--- config.mk ---
export PLATFORM = sky130hd
export DESIGN_NAME = lcg_keystream_xor_cipher
export DESIGN_NICKNAME = d
export VERILOG_FILES = /design/src/hw/rtl/lcgx_pkg.sv /design/src/hw/rtl/lcgx_mul.sv /design/src/hw/rtl/lcg_keystream_xor_cipher.sv
export VERILOG_INCLUDE_DIRS = /design/src /design/src/hw/rtl
export SDC_FILE = /design/constraint.sdc
export NUM_CORES = 2
export LEC_CHECK = 0
export BUFFER_PORTS_ARGS = -buffer_cell sky130_fd_sc_hd__buf_2
export CAP_MARGIN = 25
export CORE_MARGIN = 2
export CORE_UTILIZATION = 25
export CTS_CLUSTER_DIAMETER = 80
export DETAILED_ROUTE_END_ITERATION = 8
export PLACE_DENSITY = 0.43
export SYNTH_ARGS = -nofsm -noshare
export SYNTH_HDL_FRONTEND = slang
export SYNTH_SLANG_ARGS = --single-unit
--- constraint.sdc ---
create_clock -name clk -period 10.1 [get_ports clk]
set_input_delay 3.03 -clock clk [delete_from_list [all_inputs] [get_ports clk]]
set_output_delay 3.03 -clock clk [all_outputs]
set_load 0.02 [all_outputs]
--- src/hw/rtl/lcg_keystream_xor_cipher_assert.svh ---
// ----------------------------------------------------------------------------
// lcg_keystream_xor_cipher_assert.svh
// Assertion macros for the LCG keystream cipher. They sample on clk and are
// disabled while rst_n is low.
// ----------------------------------------------------------------------------
`ifndef LCG_KEYSTREAM_XOR_CIPHER_ASSERT_SVH
`define LCG_KEYSTREAM_XOR_CIPHER_ASSERT_SVH

// Same-cycle implication
`define LCGX_ASSERT_IMPLY(label, ante, cons) \
    label: assert property (@(posedge clk) disable iff (!rst_n) (ante) |-> (cons)) \
        else $error("lcgx: same-cycle check failed");

// Next-cycle implication
`define LCGX_ASSERT_NEXT(label, ante, cons) \
    label: assert property (@(posedge clk) disable iff (!rst_n) (ante) |=> (cons)) \
        else $error("lcgx: next-cycle check failed");

`endif

--- src/hw/rtl/lcgx_pkg.sv ---
// ----------------------------------------------------------------------------
// lcgx_pkg
// Shared types, constants and reduction functions of the LCG keystream
// cipher: minstd generator constants, reciprocal for mod 57, sequencer states.
// ----------------------------------------------------------------------------
`default_nettype none

package lcgx_pkg;

    localparam int GEN_W   = 31;
    localparam int MULB_W  = 32;
    localparam int PROD_W  = GEN_W + MULB_W;
    localparam int KEY_W   = 64;
    localparam int BYTE_W  = 8;
    localparam int SHIFT_W = 6;
    localparam int QUOT_W  = 26;

    // minstd modulus 2^31-1 and multiplier
    localparam logic [GEN_W-1:0]  LCG_MODULUS = 31'h7fff_ffff;
    localparam logic [MULB_W-1:0] LCG_MULT    = 32'd48271;

    // x mod 57 via x - 57*floor(x*RECIP_57 >> 37); exact for x < 2^31
    localparam logic [GEN_W-1:0]  SHIFT_SPAN  = 31'd57;
    localparam logic [MULB_W-1:0] RECIP_57    = 32'd2411209711;
    localparam int                RECIP_SHIFT = 37;

    typedef logic [GEN_W-1:0]  gen_t;
    typedef logic [MULB_W-1:0] mulb_t;
    typedef logic [PROD_W-1:0] prod_t;
    typedef logic [KEY_W-1:0]  key_t;
    typedef logic [BYTE_W-1:0] byte_t;

    typedef enum logic [2:0] {
        S_IDLE,
        S_MUL1,
        S_RED1,
        S_MUL2,
        S_RED2,
        S_MUL3,
        S_MOD
    } state_t;

    // Seed: low word of key ^ (key >> 32), mod 2^31-1, zero forced to one
    function automatic gen_t lcgx_seed(input key_t k);
        logic [31:0] v;
        logic [31:0] s;
        gen_t        r;
        v = k[31:0] ^ k[63:32];
        s = {1'b0, v[30:0]} + {31'd0, v[31]};
        if (s >= {1'b0, LCG_MODULUS})
        begin
            s = s - {1'b0, LCG_MODULUS};
        end
        r = s[GEN_W-1:0];
        if (r == '0)
        begin
            r = gen_t'(1);
        end
        return r;
    endfunction

    // x*48271 mod 2^31-1 from the raw product: fold high part onto low part
    function automatic gen_t lcgx_fold(input prod_t p);
        logic [31:0] s;
        s = {1'b0, p[GEN_W-1:0]} + {16'd0, p[46:GEN_W]};
        if (s >= {1'b0, LCG_MODULUS})
        begin
            s = s - {1'b0, LCG_MODULUS};
        end
        return s[GEN_W-1:0];
    endfunction

endpackage

`default_nettype wire

--- src/hw/rtl/lcgx_mul.sv ---
// ----------------------------------------------------------------------------
// lcgx_mul
// Shared 31x32 multiplier with a registered product. Used for both generator
// draws and for the reciprocal step of the mod 57 reduction.
// ----------------------------------------------------------------------------
`default_nettype none

module lcgx_mul
(
    input  wire logic           clk,
    input  wire logic           mul_en,
    input  wire lcgx_pkg::gen_t  a,
    input  wire lcgx_pkg::mulb_t b,
    output lcgx_pkg::prod_t      prod
);
    import lcgx_pkg::*;

    prod_t prod_reg;

    // product register, loaded only when the sequencer issues a multiply
    always_ff @(posedge clk)
    begin
        if (mul_en)
        begin
            prod_reg <= {{MULB_W{1'b0}}, a} * {{GEN_W{1'b0}}, b};
        end
    end

    assign prod = prod_reg;

endmodule

`default_nettype wire

--- src/hw/rtl/lcg_keystream_xor_cipher.sv ---
// ----------------------------------------------------------------------------
// lcg_keystream_xor_cipher
// Byte XOR stream cipher driven by a minstd Lehmer generator seeded from key.
//
// Usage:
//   cfg channel (cfg_valid/cfg_ready/cfg_data) writes the 64-bit key; it is
//   always ready and is meant to be written while the block is idle. A key
//   write does not reseed: only an input beat with restart set does.
//   in channel (in_valid/in_ready, data_byte, restart) takes one byte per beat.
//   out channel (out_valid/out_ready, data_out) returns one byte per input beat.
// Sequencing:
//   A new byte is taken only in the idle state, so one byte is in flight at
//   a time. The sequence is set by the one shared multiplier, used three
//   times per byte (two draws, one mod 57 reciprocal step), each followed by
//   its product register and a reduction step.
// Reset: key clears to zero, the generator restarts at one, no beat pending.
// Stall: the output register holds its beat; the next byte can be taken
// meanwhile but its result waits in the last step until the slot frees up.
// ----------------------------------------------------------------------------
`default_nettype none
`include "lcg_keystream_xor_cipher_assert.svh"

module lcg_keystream_xor_cipher
(
    input  wire logic            clk,
    input  wire logic            rst_n,
    input  wire logic            cfg_valid,
    output logic                 cfg_ready,
    input  wire lcgx_pkg::key_t  cfg_data,
    input  wire logic            in_valid,
    output logic                 in_ready,
    input  wire lcgx_pkg::byte_t data_byte,
    input  wire logic            restart,
    output logic                 out_valid,
    input  wire logic            out_ready,
    output lcgx_pkg::byte_t      data_out
);
    import lcgx_pkg::*;

    state_t state_reg, state_next;
    gen_t   gen_reg, gen_next;
    key_t   key_reg;
    byte_t  data_reg, data_next;
    byte_t  first_reg, first_next;
    byte_t  out_reg, out_next;
    logic   out_valid_reg, out_valid_next;

    logic   mul_en;
    mulb_t  mul_b;
    prod_t  prod;
    gen_t   fold_val;
    logic [QUOT_W-1:0] quot;
    gen_t   rem_full;
    logic [SHIFT_W-1:0] shift;
    key_t   key_shifted;

    // shared multiplier
    lcgx_mul u_mul
    (
        .clk    (clk),
        .mul_en (mul_en),
        .a      (gen_reg),
        .b      (mul_b),
        .prod   (prod)
    );

    // reductions of the registered product
    assign fold_val    = lcgx_fold(prod);
    assign quot        = prod[PROD_W-1:RECIP_SHIFT];
    assign rem_full    = gen_reg - (gen_t'(quot) * SHIFT_SPAN);
    assign shift       = rem_full[SHIFT_W-1:0];
    assign key_shifted = key_reg >> shift;

    // key register
    always_ff @(posedge clk or negedge rst_n)
    begin
        if (!rst_n)
        begin
            key_reg <= '0;
        end
        else if (cfg_valid && cfg_ready)
        begin
            key_reg <= cfg_data;
        end
    end

    // control and generator state
    always_ff @(posedge clk or negedge rst_n)
    begin
        if (!rst_n)
        begin
            state_reg     <= S_IDLE;
            gen_reg       <= gen_t'(1);
            out_valid_reg <= 1'b0;
        end
        else
        begin
            state_reg     <= state_next;
            gen_reg       <= gen_next;
            out_valid_reg <= out_valid_next;
        end
    end

    // payload registers
    always_ff @(posedge clk)
    begin
        data_reg  <= data_next;
        first_reg <= first_next;
        out_reg   <= out_next;
    end

    // sequencer
    always_comb
    begin
        state_next     = state_reg;
        gen_next       = gen_reg;
        data_next      = data_reg;
        first_next     = first_reg;
        out_next       = out_reg;
        out_valid_next = out_valid_reg;
        mul_en         = 1'b0;
        mul_b          = LCG_MULT;
        in_ready       = 1'b0;

        // output slot drains independently
        if (out_valid_reg && out_ready)
        begin
            out_valid_next = 1'b0;
        end

        case (state_reg)
            S_IDLE:
            begin
                in_ready = 1'b1;
                if (in_valid)
                begin
                    data_next  = data_byte;
                    if (restart)
                    begin
                        gen_next = lcgx_seed(key_reg);
                    end
                    state_next = S_MUL1;
                end
            end
            S_MUL1:
            begin
                mul_en     = 1'b1;
                state_next = S_RED1;
            end
            S_RED1:
            begin
                gen_next   = fold_val;
                first_next = fold_val[BYTE_W-1:0];
                state_next = S_MUL2;
            end
            S_MUL2:
            begin
                mul_en     = 1'b1;
                state_next = S_RED2;
            end
            S_RED2:
            begin
                gen_next   = fold_val;
                state_next = S_MUL3;
            end
            S_MUL3:
            begin
                mul_en     = 1'b1;
                mul_b      = RECIP_57;
                state_next = S_MOD;
            end
            S_MOD:
            begin
                // wait here until the output slot is free
                if (!out_valid_reg || out_ready)
                begin
                    out_next       = data_reg ^ first_reg ^ key_shifted[BYTE_W-1:0];
                    out_valid_next = 1'b1;
                    state_next     = S_IDLE;
                end
            end
            default:
            begin
                state_next = S_IDLE;
            end
        endcase
    end

    assign cfg_ready = 1'b1;
    assign out_valid = out_valid_reg;
    assign data_out  = out_reg;

    // checks
    `LCGX_ASSERT_IMPLY(a_gen_in_range, 1'b1, (gen_reg != '0) && (gen_reg != LCG_MODULUS))
    `LCGX_ASSERT_NEXT(a_accept_starts, in_valid && in_ready, state_reg == S_MUL1)
    `LCGX_ASSERT_IMPLY(a_shift_range, state_reg == S_MOD, rem_full < SHIFT_SPAN)
    `LCGX_ASSERT_NEXT(a_stall_holds, state_reg == S_MOD && out_valid_reg && !out_ready,
        state_reg == S_MOD)

endmodule

`default_nettype wire
==> results_dict.tcl <==
set metrics [dict create \
    status "finished clean" \
    htreeDepth 4 \
    drtPass1Iterations 8 \
    syn_to_final_growth_pct 10.32 \
    crit_fanout 43 \
    clock_latency_ns 0.50 \
    whs_path_depth 1 \
    cp_slowest_cell "fa_1" \
    avgSynthCellArea_um2 10.06 \
    synth-compound-area-share_pct 8.053 \
    clkTransAtPathRegs_ns 0.08 \
    period_share_pct 86.75 \
    hold_slack_ns 0.6008 \
    largest_reg_flops 64 \
    netlist_area_mm2 0.03041 \
    dieArea_mm2 0.1244 \
    numClockSinks 170 \
    crit_arrival_ns 9.00 \
    ctsResizeCount 0 \
    drc_errors 0 \
    synth_top_cell_by_area "fa_1" \
    fin_nets 3981 \
    hold_start "key_reg[27]" \
    grt_max_degree 68 \
    reg2reg_slack_ns 1.34 \
    vias 21257 \
    core_area_mm2 0.1203 \
    cts_hold_buf 0 \
    cts_buffer_depth 2 \
    yosys.area.top_type_share_pct 31.34 \
    die_y_um 352.7 \
    synthCells 3022 \
    hold_path.class "flip-flop to flip-flop" \
    worstSetupPathType "flip-flop to flip-flop" \
    ys_types 86 \
    drt_iter0_markers 1264 \
    synth_fa_ha_area_share_pct 45.17 \
    overflow 0 \
    fin_setup_tns_ns 0 \
    start_util_pct 25.28 \
    finalMaxSlewViolations 0 \
    grt_pass1_wl_um 148900 \
    post_drt_wl_per_cell_um 20.94 \
    synth_xor_xnor_area_share_pct 5.847 \
    cts_tree "done" \
    muxShareOfSynthArea_pct 7.749 \
    synth_flop_cell "dfrtp_1" \
    rows 127 \
    drv_cap 0 \
    first_global_vias 22481 \
    crit_path_max_incr_delay_ns 0.58 \
    worstRegToRegCells 28 \
    timing.slew.headroom_pct 30.01 \
    final.min_clock_period_ns 8.761 \
    crit_start "state_reg[2]" \
    worst_ep_required_time_ns 10.34 \
    io_pins 89 \
    setup_viol 0 \
    gr-usage-all-layers_pct 16.02 \
    syn-num-nets 3912 \
    rsz0062_at_grt "no" \
    antenna_found_initial 14 \
    synth-simple-area-share_pct 8.242 \
    gp_congestion 0.8697 \
    max_freq_mhz 114.1 \
    die_x_um 352.7 \
    worstSetupEndpointType "flip-flop" \
    port-buffer-count 87 \
    final_layout_size_suffix_gt1_share_pct 9.697 \
    synth-async-reset-ratio_pct 58.24 \
    skew_ns 0.02027 \
    routed_wl_um 98790 \
    tightest_slew_ns 1.050 \
    fill_cells 12819 \
    ys_warn_count 0 \
    viasPerCell 4.506 \
    whs_endpoint "key_reg[27]" \
    worstReg2RegEnd "u_mul.prod[46]" \
    cts_root_buf "clkbuf_16" \
    ys_top_cells_by_area "fa_1 (31%), ha_1 (14%), inv_1 (8.8%)" \
    postCtsSetupRepairBufs 0 \
    crit_top_cell "fa_1" \
    ant_nets 0 \
    ys_seq_area_share_pct 15.16 \
    hpwl_um 85900 \
    synth_top_family_by_area "adder cells" \
    setup.worst_path.start_class "flip-flop" \
    synth-seq-cells 170 \
    cts_buffers 17 \
    hold_viol_final 0 \
    synth_edf_count 71 \
    rr_startpoint "state_reg[2]" \
]
[per-layer routing]
layer / up-vias / wire length [um] / global-route usage [%]
met5: - / 0 / 0
met4: 0 / 1494 / 3.034
met3: 82 / 2836 / 1.245
met2: 408 / 46780 / 26.94
met1: 10826 / 47680 / 22.60
li1: 9941 / - / -
[cells in the mapped netlist (all sizes together), types with 8 or more instances]
cell and count:
or2 12, nand2 143, nor2b 9, and3 26
nand3 34, a211oi 33, mux2 79, fa 476
o22ai 11, a21o 34, inv 712, nor3 32
ha 336, edfxtp 71, buf 14, mux2i 88
xor2 67, o211ai 15, xnor2 136, clkbuf 61
or3 9, and2 27, nor4 17, dfrtp 98
nor2 120, o221ai 12, a31o 10, nand2b 14
or4 8, a21oi 85, nand4 26, mux4 26
o21bai 12, a31oi 23, o21ai 49, o21a 10
[logic make-up (layout without fill, tap and decap cells)]
logic type,count (synthesis),in the layout
AOI/OAI and AO/OA,352,352
xor gates and xnor gates,203,203
adders and majority gates,812,812
buffers and inverters,788,870
DFF,170,170
muxes,193,193
other,1,2
and+or+nand+nor,503,503
[through the flow]
step	std cells	utilization [%]	setup WS, ns	area (um2)
after floorplan	3022	-	1.706	30410
after global placement	4681	27.35	1.482	32900
after CTS	4714	27.87	1.293	33530
after detailed placement	4682	27.37	1.316	32920
after global routing	4716	27.88	0.9054	33540
final	4717	27.89	1.339	33540
[cell type report]
class / instances / area, um2 / share of cell area (%)
sequential: 170 / 4611 / 13.74
timing repair buffer: 125 / 745.7 / 2.223
clock inverter: 14 / 180.2 / 0.5371
clock buffer: 18 / 429.2 / 1.279
tap: 1612 / 2017 / 6.013
inverter: 713 / 2676 / 7.978
multi-input combinational: 2064 / 22880 / 68.22
antenna: 1 / 2.502 / 0.007460
[how the worst max path moves through the flow]
stage,to,slack (ns)
2_1_floorplan,u_mul.prod[45],1.71
5_1_grt,u_mul.prod[46],0.91
6_report,u_mul.prod[46],1.34
3_5_place_dp,u_mul.prod[46],1.32
3_3_place_gp,u_mul.prod[46],1.48
4_1_cts,u_mul.prod[46],1.29
[worst max-delay path: cells and delay by family, from the launching register on]
family / cells / cell delay [ns]
adder cells (fa/ha/maj): 9 / 4.45
AO/OA/AOI/OAI: 6 / 1.46
AND/OR/NAND/NOR: 5 / 0.98
buffers and inverters: 7 / 0.92
flip-flops: 1 / 0.55
XOR/XNOR: 1 / 0.08
[placed cells by master, fill, tap and decap left out, drive strengths merged, types with 49 or more instances in the layout]
cell type / n
nor2: 120
o21ai: 49
inv: 720
dfrtp: 98
fa: 476
ha: 336
a21oi: 85
mux2: 79
edfxtp: 71
buf: 125
xor2: 67
xnor2: 136
mux2i: 88
nand2: 143
Power is left out: the tool's default activity adds up to more than one toggle a clock period on the data nets, which glitch-free logic cannot reach.
